===== config.mk =====
export PLATFORM = sky130hd
export DESIGN_NAME = ilr_ctrl
export DESIGN_NICKNAME = d
export VERILOG_FILES = /design/src/hw/rtl/ilr_pkg.sv /design/src/hw/rtl/ilr_ctrl.sv
export SDC_FILE = /design/constraint.sdc
export NUM_CORES = 1
export LEC_CHECK = 0
export BUFFER_PORTS_ARGS = -buffer_cell sky130_fd_sc_hd__clkbuf_2
export CAP_MARGIN = 10
export CORE_MARGIN = 4
export CORE_UTILIZATION = 35
export DETAILED_ROUTE_END_ITERATION = 10
export PLACE_DENSITY = 0.59
export SKIP_CTS_REPAIR_TIMING = 1
export SYNTH_ARGS = -nofsm -noshare
export SYNTH_HDL_FRONTEND = slang
export SYNTH_SLANG_ARGS = --single-unit

===== constraint.sdc =====
create_clock -name aclk -period 6.7 [get_ports aclk]
set_input_delay 0 -clock aclk [delete_from_list [all_inputs] [get_ports aclk]]
set_output_delay 0 -clock aclk [all_outputs]
set_load 0.005 [all_outputs]

===== src/hw/rtl/ilr_pkg.sv =====
// ----------------------------------------------------------------------------
// ilr_pkg
// Shared types, widths and constants of the isometric line rasterizer.
// ----------------------------------------------------------------------------
package ilr_pkg;

    // Field widths
    localparam int COORD_W    = 10;
    localparam int H_W        = 16;
    localparam int COLOR_W    = 24;
    localparam int PIX_W      = 15;
    localparam int ZOOM_W     = 16;
    localparam int SHIFT_W    = 12;
    localparam int CFG_IDX_W  = 1;
    localparam int CFG_DATA_W = 16;

    // Fixed-point widths
    localparam int FRAC_W    = 16;
    localparam int ZOOM_FRAC = 8;
    localparam int Q_W       = 32;
    localparam int RAW_W     = 33;
    localparam int ZPROD_W   = RAW_W + ZOOM_W + 1;
    localparam int SAT_IN_W  = ZPROD_W + 1;
    localparam int DIFF_W    = Q_W + 1;
    localparam int REM_W     = Q_W + 2;
    localparam int QUO_W     = FRAC_W + 1;
    localparam int STEP_W    = QUO_W + 1;
    localparam int DIV_ITERS = QUO_W;
    localparam int DIV_CNT_W = $clog2(DIV_ITERS);

    // Defaults for the top-level parameters
    localparam int ILR_MAX_STEPS = 64;
    localparam int ILR_GRID_BITS = 10;

    // Register reset values and indexes
    localparam logic [ZOOM_W-1:0]    ZOOM_RESET  = 16'd2560;
    localparam logic [SHIFT_W-1:0]   SHIFT_RESET = 12'd300;
    localparam logic [CFG_IDX_W-1:0] REG_ZOOM    = 1'd0;
    localparam logic [CFG_IDX_W-1:0] REG_SHIFT   = 1'd1;

    // Projection constants, Q16.16
    localparam logic signed [RAW_W-1:0] K_INV_SQRT2     = 33'sd46341;
    localparam logic signed [RAW_W-1:0] K_INV_SQRT6     = 33'sd26755;
    localparam logic signed [RAW_W-1:0] K_TWO_INV_SQRT6 = 33'sd53510;

    localparam logic signed [DIFF_W-1:0] POS_ONE = 33'sd65536;
    localparam logic signed [DIFF_W-1:0] NEG_ONE = -33'sd65536;

    typedef struct packed {
        logic [COORD_W-1:0]    start_col;
        logic [COORD_W-1:0]    start_row;
        logic [COORD_W-1:0]    end_col;
        logic [COORD_W-1:0]    end_row;
        logic signed [H_W-1:0] start_height;
        logic signed [H_W-1:0] end_height;
        logic [COLOR_W-1:0]    start_color;
    } ilr_in_t;

    typedef struct packed {
        logic [PIX_W-1:0]   pixel_x;
        logic [PIX_W-1:0]   pixel_y;
        logic [COLOR_W-1:0] pixel_color;
        logic               last_pixel;
    } ilr_out_t;

    typedef struct packed {
        logic load_item;
        logic proj_raw;
        logic proj_zoom;
        logic proj_fin;
        logic proj_end;
        logic diff;
        logic mag;
        logic div_init;
        logic div_step;
        logic step_make;
        logic prep;
        logic emit;
    } ilr_cmd_t;

    typedef struct packed {
        logic degenerate;
        logic term;
    } ilr_sts_t;

    // Clamp a wide signed value to the signed 32-bit range.
    function automatic logic signed [Q_W-1:0] sat_q32(input logic signed [SAT_IN_W-1:0] v);
        logic [SAT_IN_W-Q_W:0] upper;
        upper = v[SAT_IN_W-1:Q_W-1];
        if (upper == '0 || upper == '1) begin
            return v[Q_W-1:0];
        end else if (v[SAT_IN_W-1]) begin
            return {1'b1, {(Q_W-1){1'b0}}};
        end else begin
            return {1'b0, {(Q_W-1){1'b1}}};
        end
    endfunction

    // True when |d| is below one pixel.
    function automatic logic near_q16(input logic signed [DIFF_W-1:0] d);
        return (d > NEG_ONE) && (d < POS_ONE);
    endfunction

endpackage


===== src/hw/rtl/ilr_ctrl.sv =====
// ----------------------------------------------------------------------------
// ilr_ctrl
// Sequencer: projection, setup, step division and pixel walk.
// ----------------------------------------------------------------------------
module ilr_ctrl (
    input  logic              aclk,
    input  logic              aresetn,
    input  logic              s_valid,
    output logic              s_ready,
    output logic              m_valid,
    input  logic              m_ready,
    output ilr_pkg::ilr_cmd_t cmd,
    input  ilr_pkg::ilr_sts_t sts
);
    import ilr_pkg::*;

    typedef enum logic [13:0] {
        S_IDLE     = 14'b00000000000001,
        S_RAW_S    = 14'b00000000000010,
        S_ZOOM_S   = 14'b00000000000100,
        S_FIN_S    = 14'b00000000001000,
        S_RAW_E    = 14'b00000000010000,
        S_ZOOM_E   = 14'b00000000100000,
        S_FIN_E    = 14'b00000001000000,
        S_DIFF     = 14'b00000010000000,
        S_MAG      = 14'b00000100000000,
        S_DIV_INIT = 14'b00001000000000,
        S_DIV      = 14'b00010000000000,
        S_STEP     = 14'b00100000000000,
        S_PREP     = 14'b01000000000000,
        S_WALK     = 14'b10000000000000
    } state_t;

    state_t               state_reg, state_next;
    logic                 m_valid_reg, m_valid_next;
    logic [DIV_CNT_W-1:0] div_cnt_reg, div_cnt_next;

    always_comb begin
        state_next   = state_reg;
        m_valid_next = m_valid_reg && !m_ready;
        div_cnt_next = div_cnt_reg;
        cmd          = '0;
        case (state_reg)
            S_IDLE: begin
                if (s_valid) begin
                    cmd.load_item = 1'b1;
                    state_next    = S_RAW_S;
                end
            end
            S_RAW_S: begin
                cmd.proj_raw = 1'b1;
                state_next   = S_ZOOM_S;
            end
            S_ZOOM_S: begin
                cmd.proj_zoom = 1'b1;
                state_next    = S_FIN_S;
            end
            S_FIN_S: begin
                cmd.proj_fin = 1'b1;
                state_next   = S_RAW_E;
            end
            S_RAW_E: begin
                cmd.proj_raw = 1'b1;
                cmd.proj_end = 1'b1;
                state_next   = S_ZOOM_E;
            end
            S_ZOOM_E: begin
                cmd.proj_zoom = 1'b1;
                cmd.proj_end  = 1'b1;
                state_next    = S_FIN_E;
            end
            S_FIN_E: begin
                cmd.proj_fin = 1'b1;
                cmd.proj_end = 1'b1;
                state_next   = S_DIFF;
            end
            S_DIFF: begin
                cmd.diff   = 1'b1;
                state_next = S_MAG;
            end
            S_MAG: begin
                cmd.mag = 1'b1;
                if (sts.degenerate) begin
                    state_next = S_IDLE;
                end else begin
                    state_next = S_DIV_INIT;
                end
            end
            S_DIV_INIT: begin
                cmd.div_init = 1'b1;
                div_cnt_next = '0;
                state_next   = S_DIV;
            end
            S_DIV: begin
                cmd.div_step = 1'b1;
                if (div_cnt_reg == DIV_CNT_W'(DIV_ITERS - 1)) begin
                    state_next = S_STEP;
                end else begin
                    div_cnt_next = div_cnt_reg + 1'b1;
                end
            end
            S_STEP: begin
                cmd.step_make = 1'b1;
                state_next    = S_PREP;
            end
            S_PREP: begin
                cmd.prep   = 1'b1;
                state_next = S_WALK;
            end
            S_WALK: begin
                if (!m_valid_reg || m_ready) begin
                    cmd.emit     = 1'b1;
                    m_valid_next = 1'b1;
                    if (sts.term) begin
                        state_next = S_IDLE;
                    end
                end
            end
            default: begin
                state_next = S_IDLE;
            end
        endcase
    end

    always_ff @(posedge aclk) begin
        if (!aresetn) begin
            state_reg   <= S_IDLE;
            m_valid_reg <= 1'b0;
            div_cnt_reg <= '0;
        end else begin
            state_reg   <= state_next;
            m_valid_reg <= m_valid_next;
            div_cnt_reg <= div_cnt_next;
        end
    end

    assign s_ready = (state_reg == S_IDLE);
    assign m_valid = m_valid_reg;

endmodule


After elaboration in Yosys (flattened, before gate mapping)
Cells that the tools add are included.
W data, S select, Z words.
{"block": "op_classes", "eq_ne": 20, "n_addsub": 1, "reduce_logical": 11, "muxes": 24}
{"operator": "$pmux W14 S14", "count": 1}
{"operator": "$mux W14", "count": 4}
{"operator": "$mux W1", "count": 16}
{"operator": "$eq A14 B1 Y1 const B", "count": 1}
{"operator": "$eq A14 B10 Y1 const B", "count": 1}
{"operator": "$eq A14 B11 Y1 const B", "count": 1}
{"operator": "$eq A14 B12 Y1 const B", "count": 1}
{"operator": "$eq A14 B13 Y1 const B", "count": 1}
{"operator": "$eq A14 B14 Y1 const B", "count": 1}
{"operator": "$eq A14 B2 Y1 const B", "count": 1}
{"operator": "$eq A14 B3 Y1 const B", "count": 1}
{"operator": "$eq A14 B4 Y1 const B", "count": 1}
{"operator": "$eq A14 B5 Y1 const B", "count": 1}
{"operator": "$eq A14 B6 Y1 const B", "count": 1}
{"operator": "$eq A14 B7 Y1 const B", "count": 1}
{"operator": "$eq A14 B8 Y1 const B", "count": 1}
{"operator": "$eq A14 B9 Y1 const B", "count": 1}
{"operator": "$mux W10", "count": 1}
{"operator": "$ne A2 B2 Y1 const B", "count": 5}
{"operator": "$pmux W5 S2", "count": 1}
{"operator": "$reduce_or A2 Y1", "count": 3}
{"operator": "$add A5 B1 Y5 const B", "count": 1}
{"operator": "$eq A5 B5 Y1 const B", "count": 1}
{"operator": "$mux W5", "count": 1}
{"operator": "other kinds (7)", "count": 8}
{"block": "word_totals", "out_inout_bits": 14, "register_bits": 20}

Logic depth before layout (Yosys ltp)
{"block": "depth", "depth_word": 4, "mapped_depth": 8, "mapped_depth_nobuf": 8}

Worst setup path before layout
Ideal clock, no wire load.
{"block": "synth_timing", "path_kind": "flip-flop to flip-flop", "from": "register state_reg[6]", "to": "register state_reg[8]", "stages_incl_launch_ff": 9, "path_buffers": 2, "period_less_slack_ns": 2.203, "setup_slack_ns": 4.497, "required_ns": 6.571, "t_arrival_ns": 2.074, "cell_sequence": "dfxtp_1 > or4_4 > buf_6 > nand2b_4 > or4_4 > a21oi_2 > or3b_1 > buf_6 > nor3_2"}
{"block": "synth_between", "elab_chain_cells": 3, "elab_cells_between_ends": 20}
{"element": "start: declaration", "line_no": "ilr_ctrl.sv:34", "text": "state_t state_reg, state_next;"}
{"element": "start signal: assignment", "line_no": "ilr_ctrl.sv:131", "text": "state_reg <= state_next;"}
{"element": "$eq A14 B14 Y1 (tied with other cells)", "line_no": "ilr_ctrl.sv:43", "text": "case (state_reg)"}
{"element": "$ne A2 B2 Y1 (no source line)"}
{"element": "$reduce_and A4 Y1 (no source line)"}
Parallel ways exist; a longest one is shown, timed or not.
A chain may end at the register's enable or synchronous reset.

Worst setup path after layout
{"block": "layout_timing", "from": "register state_reg[6]", "to": "register state_reg[11]"}
The elaborated chain is that of the path after synthesis.

==> impl_metrics.json <==
{
  "critPathCaptureType": "register",
  "utilization": 0.432,
  "synthesis.nets": 138,
  "syn_inst": 130,
  "fin_cells": 181,
  "switching_power_mw": 0.0508,
  "dieArea_um2": 4060,
  "combPwrFrac": 0.114,
  "ys.flop_type": "dfxtp_1",
  "maxSlewHeadroom": 0.559,
  "drtPass1Iterations": 4,
  "hpwl_mm": 1.82,
  "drive_gt1_frac": 0.200,
  "postRouteAntennaNets": 0,
  "cp.arrival_ns": 2.59,
  "drt-total-wl_mm": 2.33,
  "grt_setup_unrepaired": "false",
  "status": "completed",
  "finalSetupViolations": 0,
  "synth-seq-area-share": 0.369,
  "htreeDepth": 1,
  "critPathKind": "register to register",
  "cts_tree": "done",
  "routed-via-count": 979,
  "ff2ff_path_depth": 6,
  "yosys_warnings": 0,
  "synth_cell_types": 40,
  "hold_path_end": "state_reg[13]",
  "drt_iter0_drc": 23,
  "powerDensity_nw_per_um2": 164,
  "largest_register_ffs": 14,
  "gp_congestion": 0.760,
  "worst_setup_path_start_kind": "register",
  "sw_frac_of_total": 0.251,
  "crit_required_ns": 6.89,
  "synthesis.area_um2": 1090,
  "path_clk_slew_ns": 0.11,
  "grt_use_total": 0.119,
  "slew_violations": 0,
  "wl_per_cell_um": 12.9,
  "ir_worst_vdd_mv": 0.0661,
  "min_path_cells": 2,
  "clkPwrFrac": 0.282,
  "synth_edf_count": 0,
  "cts-buffers-inserted": 3,
  "die_h_um": 63.7,
  "ioPinCount": 20,
  "p_int_mw": 0.151,
  "reg2reg_slack_ns": 4.30,
  "dpl_cell_area_um2": 1190,
  "cp_max_fo": 9,
  "cts.sinks": 20,
  "syn_avg_cell_area_um2": 8.35,
  "cts_buffer_depth": 2,
  "r2r-start": "state_reg[6]",
  "drc": 0,
  "coreArea_um2": 2850,
  "ys_ff_latch": 20,
  "dp.cells": 176,
  "antenna_found_initial": 0,
  "placementRows": 19,
  "min_from": "aresetn",
  "die_w_um": 63.7,
  "reg2reg_to": "state_reg[11]",
  "num-nets-final": 160,
  "power_mw": 0.202,
  "p_seq_frac": 0.604,
  "synthArstFlopShare": 0,
  "clock_latency_ns": 0.30,
  "grt_pass1_vias": 897,
  "areaGrowthSynthToFinish_pct": 13.5,
  "final.setup_skew_ns": 0.00292,
  "diodes": 0,
  "design_area_um2": 1230,
  "grt_pass1_wl_mm": 3.91,
  "max_freq_mhz": 417,
  "hold_viol": 0,
  "worst_pin_slew_ns": 0.656,
  "hold_path.class": "input port to register",
  "p_leak_nw": 0.553,
  "fin_crit_sh": 0.358,
  "finalCriticalPeriod_ns": 2.40,
  "initial_core_util": 0.381,
  "grt-ovfl-total": 0,
  "vias_per_cell": 5.41,
  "maxCapViolCount": 0,
  "grt_max_degree": 11,
  "root_buffer": "clkbuf_4",
  "portBuffers": 19,
  "fin_setup_tns_ns": 0
}
==> worst max-delay path by stage <==
stage | from | end | slack [ns] | cells after the start
floorplan | state_reg[6] | state_reg[8] | 4.50 | 8
global placement | state_reg[7] | state_reg[8] | 4.33 | 6
detailed placement | state_reg[6] | state_reg[7] | 4.31 | 6
CTS | state_reg[6] | state_reg[11] | 4.29 | 6
global route | state_reg[6] | state_reg[4] | 4.18 | 6
finish | state_reg[6] | state_reg[11] | 4.30 | 6
==> worst max-delay path, cell delays in order (launching register included) <==
cell	delay, ns
dfxtp_1	0.37
or4_4	0.61
nand2b_4	0.18
or4_4	0.55
a21oi_2	0.19
or3b_1	0.33
nor2_1	0.07
==> per-stage QoR <==
step | worst slack, ns | hold slack [ns]
global route | 4.18 | 0.0207
floorplan | 4.50 | 0.110
finish | 4.30 | 0.0206
detailed placement | 4.31 | 0.273
global placement | 4.33 | 0.253
CTS | 4.29 | -0.0420
==> cell families after synthesis <==
group / count (synthesis) / synth area share
adder cells (fa/ha/maj): 2 / 0.0230
flip-flops: 20 / 0.369
buffers and inverters: 10 / 0.0484
AND/OR/NAND/NOR: 73 / 0.392
AO/OA/AOI/OAI: 19 / 0.120
XOR/XNOR: 6 / 0.0484
==> cell usage after synthesis (all sizes together), types with 2 or more instances <==
| library cell | count | share of area |
|---|---|---|
| nor2 | 21 | 0.073 |
| dfxtp | 20 | 0.37 |
| o21ai | 8 | 0.037 |
| nor3 | 7 | 0.037 |
| inv | 6 | 0.021 |
| nand3 | 6 | 0.028 |
| nor4 | 6 | 0.040 |
| xor2 | 6 | 0.048 |
| nand2 | 5 | 0.017 |
| nand3b | 5 | 0.035 |
| nand2b | 4 | 0.030 |
| or4 | 4 | 0.035 |
| and2 | 3 | 0.017 |
| a21oi | 2 | 0.013 |
| and3 | 2 | 0.012 |
| buf | 2 | 0.021 |
| clkbuf | 2 | 0.0069 |
| ha | 2 | 0.023 |
| nand4 | 2 | 0.012 |
| o21a | 2 | 0.014 |
| or2 | 2 | 0.012 |
| or3b | 2 | 0.016 |
==> per-layer routing <==
layer / up-vias / track usage / wire length (um)
li1: 501 / - / -
met1: 454 / 0.152 / 1140
met2: 22 / 0.192 / 1040
met3: 2 / 0.0302 / 126
met4: 0 / 0.0485 / 17
met5: - / 0 / 0
==> cells in the final DEF, fill, tap and decap left out, drive strengths merged, types with 3 or more instances in the layout <==
master	netlist	layout
nand2b	4	4
nand3b	5	5
dfxtp	20	20
nor3	7	7
or4	4	4
inv	6	6
xor2	6	6
nand3	6	6
nand2	5	5
nor4	6	6
nor2	21	21
clkbuf	2	22
and2	3	3
o21ai	8	8
==> layout make-up <==
type	count	area [um2]
Clock buffer	3	22.5
Fill cell	300	1620
Inverter	6	22.5
Multi-Input combinational cell	100	633
Sequential cell	20	400
Tap cell	31	38.8
Timing Repair Buffer	21	115
==> power by group through the flow <==
| stage | logic [mW] | clock network (mW) | registers (mW) |
|---|---|---|---|
| after CTS | 0.0225 | 0.0600 | 0.122 |
| after floorplan | 0.0163 | 0 | 0.124 |
| after global placement | 0.0220 | 0 | 0.125 |
| final | 0.0231 | 0.0570 | 0.122 |
| after detailed placement | 0.0222 | 0 | 0.125 |
| after global routing | 0.0256 | 0.0654 | 0.122 |
Note: power is estimated with default switching activity, not from simulation.
