## src/hw/rtl/ilr_pkg.sv

```systemverilog
// ----------------------------------------------------------------------------
// ilr_pkg
// Shared types, widths and constants of the isometric line rasterizer.
// ----------------------------------------------------------------------------
package ilr_pkg;

    // Field widths
    localparam int COORD_W    = 10;
    localparam int H_W        = 16;
    localparam int COLOR_W    = 24;
    localparam int PIX_W      = 15;
    localparam int ZOOM_W     = 16;
    localparam int SHIFT_W    = 12;
    localparam int CFG_IDX_W  = 1;
    localparam int CFG_DATA_W = 16;

    // Fixed-point widths
    localparam int FRAC_W    = 16;
    localparam int ZOOM_FRAC = 8;
    localparam int Q_W       = 32;
    localparam int RAW_W     = 33;
    localparam int ZPROD_W   = RAW_W + ZOOM_W + 1;
    localparam int SAT_IN_W  = ZPROD_W + 1;
    localparam int DIFF_W    = Q_W + 1;
    localparam int REM_W     = Q_W + 2;
    localparam int QUO_W     = FRAC_W + 1;
    localparam int STEP_W    = QUO_W + 1;
    localparam int DIV_ITERS = QUO_W;
    localparam int DIV_CNT_W = $clog2(DIV_ITERS);

    // Defaults for the top-level parameters
    localparam int ILR_MAX_STEPS = 64;
    localparam int ILR_GRID_BITS = 10;

    // Register reset values and indexes
    localparam logic [ZOOM_W-1:0]    ZOOM_RESET  = 16'd2560;
    localparam logic [SHIFT_W-1:0]   SHIFT_RESET = 12'd300;
    localparam logic [CFG_IDX_W-1:0] REG_ZOOM    = 1'd0;
    localparam logic [CFG_IDX_W-1:0] REG_SHIFT   = 1'd1;

    // Projection constants, Q16.16
    localparam logic signed [RAW_W-1:0] K_INV_SQRT2     = 33'sd46341;
    localparam logic signed [RAW_W-1:0] K_INV_SQRT6     = 33'sd26755;
    localparam logic signed [RAW_W-1:0] K_TWO_INV_SQRT6 = 33'sd53510;

    localparam logic signed [DIFF_W-1:0] POS_ONE = 33'sd65536;
    localparam logic signed [DIFF_W-1:0] NEG_ONE = -33'sd65536;

    typedef struct packed {
        logic [COORD_W-1:0]    start_col;
        logic [COORD_W-1:0]    start_row;
        logic [COORD_W-1:0]    end_col;
        logic [COORD_W-1:0]    end_row;
        logic signed [H_W-1:0] start_height;
        logic signed [H_W-1:0] end_height;
        logic [COLOR_W-1:0]    start_color;
    } ilr_in_t;

    typedef struct packed {
        logic [PIX_W-1:0]   pixel_x;
        logic [PIX_W-1:0]   pixel_y;
        logic [COLOR_W-1:0] pixel_color;
        logic               last_pixel;
    } ilr_out_t;

    typedef struct packed {
        logic load_item;
        logic proj_raw;
        logic proj_zoom;
        logic proj_fin;
        logic proj_end;
        logic diff;
        logic mag;
        logic div_init;
        logic div_step;
        logic step_make;
        logic prep;
        logic emit;
    } ilr_cmd_t;

    typedef struct packed {
        logic degenerate;
        logic term;
    } ilr_sts_t;

    // Clamp a wide signed value to the signed 32-bit range.
    function automatic logic signed [Q_W-1:0] sat_q32(input logic signed [SAT_IN_W-1:0] v);
        logic [SAT_IN_W-Q_W:0] upper;
        upper = v[SAT_IN_W-1:Q_W-1];
        if (upper == '0 || upper == '1) begin
            return v[Q_W-1:0];
        end else if (v[SAT_IN_W-1]) begin
            return {1'b1, {(Q_W-1){1'b0}}};
        end else begin
            return {1'b0, {(Q_W-1){1'b1}}};
        end
    endfunction

    // True when |d| is below one pixel.
    function automatic logic near_q16(input logic signed [DIFF_W-1:0] d);
        return (d > NEG_ONE) && (d < POS_ONE);
    endfunction

endpackage

```

## src/hw/rtl/ilr_datapath.sv

```systemverilog
// ----------------------------------------------------------------------------
// ilr_datapath
// Projection unit, step divider, DDA walk registers and result register.
// ----------------------------------------------------------------------------
module ilr_datapath #(
    parameter int MAX_STEPS = ilr_pkg::ILR_MAX_STEPS,
    parameter int GRID_BITS = ilr_pkg::ILR_GRID_BITS
) (
    input  logic                            aclk,
    input  logic                            aresetn,
    input  logic                            cfg_wr_en,
    input  logic [ilr_pkg::CFG_IDX_W-1:0]   cfg_index,
    input  logic [ilr_pkg::CFG_DATA_W-1:0]  cfg_wr_data,
    input  ilr_pkg::ilr_in_t                s_data,
    output ilr_pkg::ilr_out_t               m_data,
    input  ilr_pkg::ilr_cmd_t               cmd,
    output ilr_pkg::ilr_sts_t               sts
);
    import ilr_pkg::*;

    localparam int GridW = (GRID_BITS < COORD_W) ? GRID_BITS : COORD_W;
    localparam int CntW  = $clog2(MAX_STEPS);

    logic [ZOOM_W-1:0]  zoom_reg;
    logic [SHIFT_W-1:0] shift_reg;

    ilr_in_t  item_reg;
    ilr_out_t out_reg;

    logic signed [RAW_W-1:0]   x_raw_reg, y_raw_reg;
    logic signed [ZPROD_W-1:0] x_zoom_reg, y_zoom_reg;
    logic signed [Q_W-1:0]     walk_x_reg, walk_y_reg;
    logic signed [Q_W-1:0]     tgt_x_reg, tgt_y_reg;
    logic signed [Q_W-1:0]     nxt_x_reg, nxt_y_reg;
    logic signed [DIFF_W-1:0]  dx_reg, dy_reg;
    logic [DIFF_W-1:0]         abs_x_reg, abs_y_reg;
    logic                      neg_x_reg, neg_y_reg;
    logic [DIFF_W-1:0]         div_m_reg;
    logic [REM_W-1:0]          rem_x_reg, rem_y_reg;
    logic [QUO_W-1:0]          quo_x_reg, quo_y_reg;
    logic signed [STEP_W-1:0]  step_x_reg, step_y_reg;
    logic [CntW-1:0]           count_reg;

    // Endpoint selection and projection terms
    logic [COORD_W-1:0]        col_g, row_g;
    logic signed [H_W-1:0]     h_sel;
    logic signed [RAW_W-1:0]   col_w, row_w, h_w;
    logic signed [ZPROD_W-1:0] zoom_w;
    logic signed [SAT_IN_W-1:0] off_w;
    logic signed [Q_W-1:0]     proj_x, proj_y;

    // Divider and walk terms
    logic                      ge_x, ge_y;
    logic [REM_W-1:0]          rem_x_after, rem_y_after;
    logic signed [STEP_W-1:0]  quo_x_s, quo_y_s;
    logic signed [Q_W-1:0]     adv_x, adv_y;
    logic                      at_target;

    always_comb begin
        if (cmd.proj_end) begin
            col_g = COORD_W'(item_reg.end_col[GridW-1:0]);
            row_g = COORD_W'(item_reg.end_row[GridW-1:0]);
            h_sel = item_reg.end_height;
        end else begin
            col_g = COORD_W'(item_reg.start_col[GridW-1:0]);
            row_g = COORD_W'(item_reg.start_row[GridW-1:0]);
            h_sel = item_reg.start_height;
        end
        col_w  = signed'(RAW_W'(col_g));
        row_w  = signed'(RAW_W'(row_g));
        h_w    = RAW_W'(h_sel);
        zoom_w = ZPROD_W'(signed'({1'b0, zoom_reg}));
        off_w  = SAT_IN_W'(signed'({1'b0, shift_reg, {FRAC_W{1'b0}}}));
        proj_x = sat_q32(SAT_IN_W'(x_zoom_reg >>> ZOOM_FRAC) + off_w);
        proj_y = sat_q32(SAT_IN_W'(y_zoom_reg >>> ZOOM_FRAC) + off_w);
    end

    always_comb begin
        ge_x        = rem_x_reg >= REM_W'(div_m_reg);
        ge_y        = rem_y_reg >= REM_W'(div_m_reg);
        rem_x_after = ge_x ? rem_x_reg - REM_W'(div_m_reg) : rem_x_reg;
        rem_y_after = ge_y ? rem_y_reg - REM_W'(div_m_reg) : rem_y_reg;
        quo_x_s     = signed'({1'b0, quo_x_reg});
        quo_y_s     = signed'({1'b0, quo_y_reg});
        adv_x       = sat_q32(SAT_IN_W'(nxt_x_reg) + SAT_IN_W'(step_x_reg));
        adv_y       = sat_q32(SAT_IN_W'(nxt_y_reg) + SAT_IN_W'(step_y_reg));
        at_target   = near_q16(DIFF_W'(nxt_x_reg) - DIFF_W'(tgt_x_reg))
                   && near_q16(DIFF_W'(nxt_y_reg) - DIFF_W'(tgt_y_reg));
    end

    // The pixel being sent is the last one when the position after it has a
    // negative coordinate, comes within a pixel of the end point or the cap is reached.
    assign sts.term = nxt_x_reg[Q_W-1] || nxt_y_reg[Q_W-1] || at_target
                   || (count_reg == CntW'(MAX_STEPS - 1));
    assign sts.degenerate = near_q16(dx_reg) && near_q16(dy_reg);

    always_ff @(posedge aclk) begin
        if (!aresetn) begin
            zoom_reg  <= ZOOM_RESET;
            shift_reg <= SHIFT_RESET;
        end else if (cfg_wr_en) begin
            case (cfg_index)
                REG_ZOOM:  zoom_reg  <= cfg_wr_data[ZOOM_W-1:0];
                REG_SHIFT: shift_reg <= cfg_wr_data[SHIFT_W-1:0];
                default: begin
                end
            endcase
        end
    end

    always_ff @(posedge aclk) begin
        if (cmd.load_item) begin
            item_reg <= s_data;
        end
        if (cmd.proj_raw) begin
            x_raw_reg <= (col_w - row_w) * K_INV_SQRT2;
            y_raw_reg <= (col_w + row_w) * K_INV_SQRT6 - h_w * K_TWO_INV_SQRT6;
        end
        if (cmd.proj_zoom) begin
            x_zoom_reg <= ZPROD_W'(x_raw_reg) * zoom_w;
            y_zoom_reg <= ZPROD_W'(y_raw_reg) * zoom_w;
        end
        if (cmd.proj_fin) begin
            if (cmd.proj_end) begin
                tgt_x_reg <= proj_x;
                tgt_y_reg <= proj_y;
            end else begin
                walk_x_reg <= proj_x;
                walk_y_reg <= proj_y;
            end
        end
        if (cmd.diff) begin
            dx_reg <= DIFF_W'(tgt_x_reg) - DIFF_W'(walk_x_reg);
            dy_reg <= DIFF_W'(tgt_y_reg) - DIFF_W'(walk_y_reg);
        end
        if (cmd.mag) begin
            neg_x_reg <= dx_reg[DIFF_W-1];
            neg_y_reg <= dy_reg[DIFF_W-1];
            abs_x_reg <= dx_reg[DIFF_W-1] ? DIFF_W'(-dx_reg) : DIFF_W'(dx_reg);
            abs_y_reg <= dy_reg[DIFF_W-1] ? DIFF_W'(-dy_reg) : DIFF_W'(dy_reg);
        end
        if (cmd.div_init) begin
            div_m_reg <= (abs_x_reg >= abs_y_reg) ? abs_x_reg : abs_y_reg;
            rem_x_reg <= REM_W'(abs_x_reg);
            rem_y_reg <= REM_W'(abs_y_reg);
            quo_x_reg <= '0;
            quo_y_reg <= '0;
        end
        if (cmd.div_step) begin
            rem_x_reg <= rem_x_after << 1;
            rem_y_reg <= rem_y_after << 1;
            quo_x_reg <= {quo_x_reg[QUO_W-2:0], ge_x};
            quo_y_reg <= {quo_y_reg[QUO_W-2:0], ge_y};
        end
        if (cmd.step_make) begin
            step_x_reg <= neg_x_reg ? -quo_x_s : quo_x_s;
            step_y_reg <= neg_y_reg ? -quo_y_s : quo_y_s;
        end
        if (cmd.prep) begin
            nxt_x_reg <= sat_q32(SAT_IN_W'(walk_x_reg) + SAT_IN_W'(step_x_reg));
            nxt_y_reg <= sat_q32(SAT_IN_W'(walk_y_reg) + SAT_IN_W'(step_y_reg));
            count_reg <= '0;
        end
        if (cmd.emit) begin
            out_reg.pixel_x     <= walk_x_reg[Q_W-1] ? '0 : walk_x_reg[Q_W-2:FRAC_W];
            out_reg.pixel_y     <= walk_y_reg[Q_W-1] ? '0 : walk_y_reg[Q_W-2:FRAC_W];
            out_reg.pixel_color <= item_reg.start_color;
            out_reg.last_pixel  <= sts.term;
            walk_x_reg          <= nxt_x_reg;
            walk_y_reg          <= nxt_y_reg;
            nxt_x_reg           <= adv_x;
            nxt_y_reg           <= adv_y;
            count_reg           <= count_reg + 1'b1;
        end
    end

    assign m_data = out_reg;

endmodule

```

## config.mk

```make
export PLATFORM = sky130hd
export DESIGN_NAME = ilr_datapath
export DESIGN_NICKNAME = d
export VERILOG_FILES = /design/src/hw/rtl/ilr_pkg.sv /design/src/hw/rtl/ilr_datapath.sv
export SDC_FILE = /design/constraint.sdc
export NUM_CORES = 2
export LEC_CHECK = 0
export BUFFER_PORTS_ARGS = -buffer_cell sky130_fd_sc_hd__buf_2
export CORE_ASPECT_RATIO = 0.9
export CORE_UTILIZATION = 40
export CTS_BUF_LIST = sky130_fd_sc_hd__clkbuf_2 sky130_fd_sc_hd__clkbuf_4 sky130_fd_sc_hd__clkbuf_8
export CTS_CLUSTER_DIAMETER = 80
export DETAILED_ROUTE_END_ITERATION = 16
export PLACE_DENSITY = 0.59
export SYNTH_ARGS = -nofsm -noshare
export SYNTH_HDL_FRONTEND = slang
export SYNTH_SLANG_ARGS = --single-unit
```

## constraint.sdc

```tcl
create_clock -name aclk -period 9.85 [get_ports aclk]
set_clock_uncertainty 0.2 [all_clocks]
set_input_delay 1.97 -clock aclk [delete_from_list [all_inputs] [get_ports aclk]]
set_output_delay 1.97 -clock aclk [all_outputs]
set_load 0.005 [all_outputs]
```

=== Word-level counts from Yosys, hierarchy flattened ===
Index checks and enable logic that the tools add are counted.
Widths: inputs -> output; s select.

* Add/sub/neg operators: 20
* Multipliers: 5
* Magnitude comparators: 11
* Eq/ne operators: 8
* Muxes and demuxes: 41
* Bitwise gates (word level): 1
* Reduce and logical (&&, ||, !) cells: 28

{| class="wikitable"
|+ Operator list
! kind !! count
|-
| $mux 32 || 24
|-
| $mux 34 || 4
|-
| $add 32x18->33 || 4
|-
| $gt 33x17->1 const B || 4
|-
| $lt 33x18->1 const B || 4
|-
| $sub 32x32->33 || 4
|-
| $eq 20x20->1 const B || 6
|-
| $logic_not 20->1 || 6
|-
| $mux 33 || 3
|-
| $add 42x29->43 || 2
|-
| $mux 17 || 5
|-
| $ge 34x33->1 || 2
|-
| $neg 33->33 || 2
|-
| $sub 33x33->33 || 2
|-
| $mul 33x17->50 || 1
|-
| $mul 28x17->45 || 1
|-
| $neg 17->18 || 2
|-
| $ge 33x33->1 || 1
|-
| $sub 27x33->33 || 1
|-
| $mul 16x16->32 const B || 1
|-
| $mul 11x17->28 const B || 1
|-
| $mul 11x15->26 const B || 1
|-
| $mux 10 || 2
|-
| $mux 16 || 1
|-
| other kinds (11) || 30
|}

* Bits in registers: 843
* Input port bits: 128
* Logic and storage cells: 157

=== Logic depth before layout (Yosys ltp) ===
* Word-level depth: 7
* Depth in mapped cells: 41
* Depth with buffers taken out: 39

=== Worst setup path after synthesis ===
Ideal clock, no wire load.

* Kind: input to register
* Start point: in cmd[7] (netlist name)
* End point: reg y_raw_reg[30], data pin
* Data arrival time: 9.880 ns
* Path slack: -0.494 ns
* Cell stages on the path: 40
* Buffers on the path: 2
* Path through: clkbuf_1 buf_1 mux2i_1 inv_1 ha_1 a21oi_1 nor2_1 nor2_1 o21bai_1 a21oi_1 o21bai_1 a21oi_1 o21bai_1 a21oi_1 xor2_1 ha_1 ha_1 inv_1 [4 not listed] ha_1 o21ai_0 a21oi_1 o21a_1 nor2_1 ha_1 a21oi_1 nor2b_1 o21ai_0 nand2b_1 a2111oi_0 a21oi_1 a211o_1 a31o_2 a21oi_1 o21a_1 nor4_1 xnor2_1

* Word-level cells in the longest chain between the ends: 4
* Elaborated cells between the ends (all ways): 7
* Classes of those cells: 2 x add/sub; 2 x mul; 3 x mux

{| class="wikitable"
|+ RTL lines
! element !! RTL line !! RTL
|-
| start: declaration || ilr_datapath.sv:16 || <nowiki>input ilr_pkg::ilr_cmd_t cmd,</nowiki>
|-
| $mux 10 || ilr_datapath.sv:60 || <nowiki>if (cmd.proj_end) begin</nowiki>
|-
| $add 10x10->11 || ilr_datapath.sv:117 || <nowiki>y_raw_reg <= (col_w + row_w) * K_INV_SQRT6 - h_w * K_TWO_INV_SQRT6;</nowiki>
|-
| $mul 11x15->26 || ilr_datapath.sv:117 ||
|-
| $sub 27x33->33 (*) || ilr_datapath.sv:117 ||
|-
| end signal: assignment || ilr_datapath.sv:117 ||
|-
| end: declaration || ilr_datapath.sv:30 || <nowiki>logic signed [RAW_W-1:0] x_raw_reg, y_raw_reg;</nowiki>
|}

Mark *: on every way between the ends. The rest lies on a longest branch, timed or not.
A chain may end at the register's enable or synchronous reset.

=== Worst setup path in the final report ===
* Start point: in cmd[7] (netlist name)
* End point: reg y_raw_reg[29], data pin

Same word-level chain as after synthesis.

==> results.ini <==
[floorplan]
die_x_um = 515
core_region_area_um2 = 236000
ios = 185
start_util = 0.402
dieArea_um2 = 239000
num_rows = 169
die_h_um = 464

[clocking]
cts_htree_levels = 4
cts-root-buf = clkbuf_8
insertion_delay_ns = 0.98
cts_tree = built
cts.sinks = 821
clk_pin_slew_ns = 0.06
cts_buffers = 154
cts-hold-fix-buffers = 0
cts_buffer_depth = 3

[global_route]
grt_pass1_wl_um = 404000
grt_overflow = 0
antenna_found_initial = 14
grt_max_degree = 78
grt_pass1_vias = 72800
grt_util_all_layers = 0.214

[sta]
hold_viol_final = 0
worst_pin_slew_ns = 1.33
whs_ns = 0.216
fin_crit_ns = 9.34
finalCritPeriodShare = 0.948
finalSetupViolations = 0
fmax_mhz = 107
relSlewSlack = 0.115
slew_violations = 0
rsz0062_at_grt = false

[worst_setup_path]
crit_arrival_ns = 9.79
cpMostUsedCell = ha_1
slowest_stage = fa_1
end_kind = register
cp.depth = 38
worst-setup-path-type = in2reg
worstPathRequired_ns = 10.30
worstRegToRegCells = 23
worstPathMaxFanout = 15
crit_buf_inv = 8
max_stage_delay_ns = 0.52
crit_family = compound AO/OA/AOI/OAI gates
critPathLaunchType = primary input

[route]
routed_via_density = 5.28
drt_iter0_markers = 4861
met2WireLength_um = 117000
ant_nets = 0
first_pass_iters = 8
totalWireLength_um = 255000
wl_met3_um = 15400
vias = 70200
drc_errors = 0
wl_per_cell_um = 19.2
m1WireLength_um = 116000
top_layer = met5

[worst_hold_path]
whs_path_depth = 0
hp-class = reg2reg

[synth]
yosysSeqAreaShare = 0.257
ys_ff_latch = 821
ys_warn_count = 0
syn_area_um2 = 94700
synth_nets = 11900
syn_area_per_cell_um2 = 9.67
async_flop_share = 0
ys_types = 105
syn_inst = 9793
synthFlopType = edfxtp_1
synth_edf_count = 791

[final_layout]
final_cell_mix = inv_1, nand2_1, fa_1
area_delta_synth_final_pct = 8.89
layout.nets = 12100
largest_reg_flops = 96
fill_cells = 22800
layout_commonest_cell = inv_1
layout-drive-gt1-share = 0.0835
multi_input_area_um2 = 63300
regArea_um2 = 24400

[place]
place_hpwl_um = 202000
globalplace.congestion = 0.918
port_buffers = 184

[flow_run]
maxCapViolCount = 0

[outcome]
outcome = complete, no violations

==> per-stage QoR <==
stage | setup slack (ns) | std cells | utilization | area [um2] | TNS [ns]
floorplan | 0.0196 | 9793 | - | 94800 | 0
global placement | -0.514 | 13000 | 0.424 | 100000 | -3.88
detailed placement | -0.590 | 13000 | 0.424 | 100000 | -4.39
CTS | 0.419 | 13300 | 0.438 | 103000 | 0
global route | 0.0277 | 13300 | 0.438 | 103000 | 0
finish | 0.513 | 13300 | 0.438 | 103000 | 0
==> Yosys cell counts, drive strengths merged, types with 16 or more instances <==
master   count  area (um2)
dfxtp       30         601
o31ai       69         528
nor3       122         611
nand2b      85         532
a21boi      47         353
a21oi      509        2680
a21o       236        1770
fa        1044       20900
o211ai      39         293
or2         31         194
nand3      155         776
edfxtp     791       23800
inv       1573        5900
a22o        32         280
nand2     1052        3950
o21bai      43         323
o31a        17         150
nand4       55         350
or3         55         344
and2       428        2680
xor2       148        1300
a2111oi     19         211
o21ai      294        1480
a221oi      20         175
xnor2      419        3670
nor2       465        1750
ha         915       11400
a211o       16         141
o21a       111         833
mux2i       54         541
and3        44         275
mux2        95        1070
or4         17         128
a22oi       35         263
clkbuf     292        1100
nor2b       99         627
a31oi       36         231
a211oi      42         338
nor4        26         163
buf         36         208
==> cell families (layout without fill, tap and decap cells) <==
group | count (synthesis) | in the layout | share of synthesized area
compound gates | 1706 | 1706 | 0.120
buf+inv | 1901 | 2224 | 0.0761
flops | 821 | 821 | 0.257
fa+ha+maj | 1959 | 1959 | 0.341
xor+xnor | 567 | 567 | 0.0525
simple gates | 2690 | 2690 | 0.136
mux | 149 | 149 | 0.0170
other cells | 0 | 10 | 0
==> per-layer routing <==
layer,vias up,GRT usage
met1,34800,0.296
met3,347,0.0321
met4,2,0.0620
met5,-,0
met2,1972,0.347
li1,33000,-
==> path summary, 6_finish.rpt <==
kind | startpoint | to | slack, ns
setup / recovery | cmd[7] | y_raw_reg[29] | 0.51
setup reg to reg | zoom_reg[13] | x_zoom_reg[48] | 1.14
hold reg to reg | item_reg[0] | m_data[1] | 0.22
hold / removal | item_reg[0] | m_data[1] | 0.22
==> area by class of cell <==
| cell class | count | area share |
|---|---|---|
| timing repair buffer | 377 | 0.0237 |
| antenna | 10 | 0.000243 |
| sequential | 821 | 0.236 |
| clock buffer | 190 | 0.0232 |
| clock inverter | 84 | 0.00722 |
| tap | 3163 | 0.0384 |
| multi-input combinational | 7071 | 0.614 |
| inverter | 1573 | 0.0572 |
==> timing repair <==
| action | CTS | global route |
|---|---|---|
| setup endpoints to repair | 0 | 7 |
| buffers inserted | 0 | 0 |
| resized for setup | 0 | 5 |
Power is not shown: default switching activity piles up to over one toggle a cycle in this logic, so the estimate is an artifact.
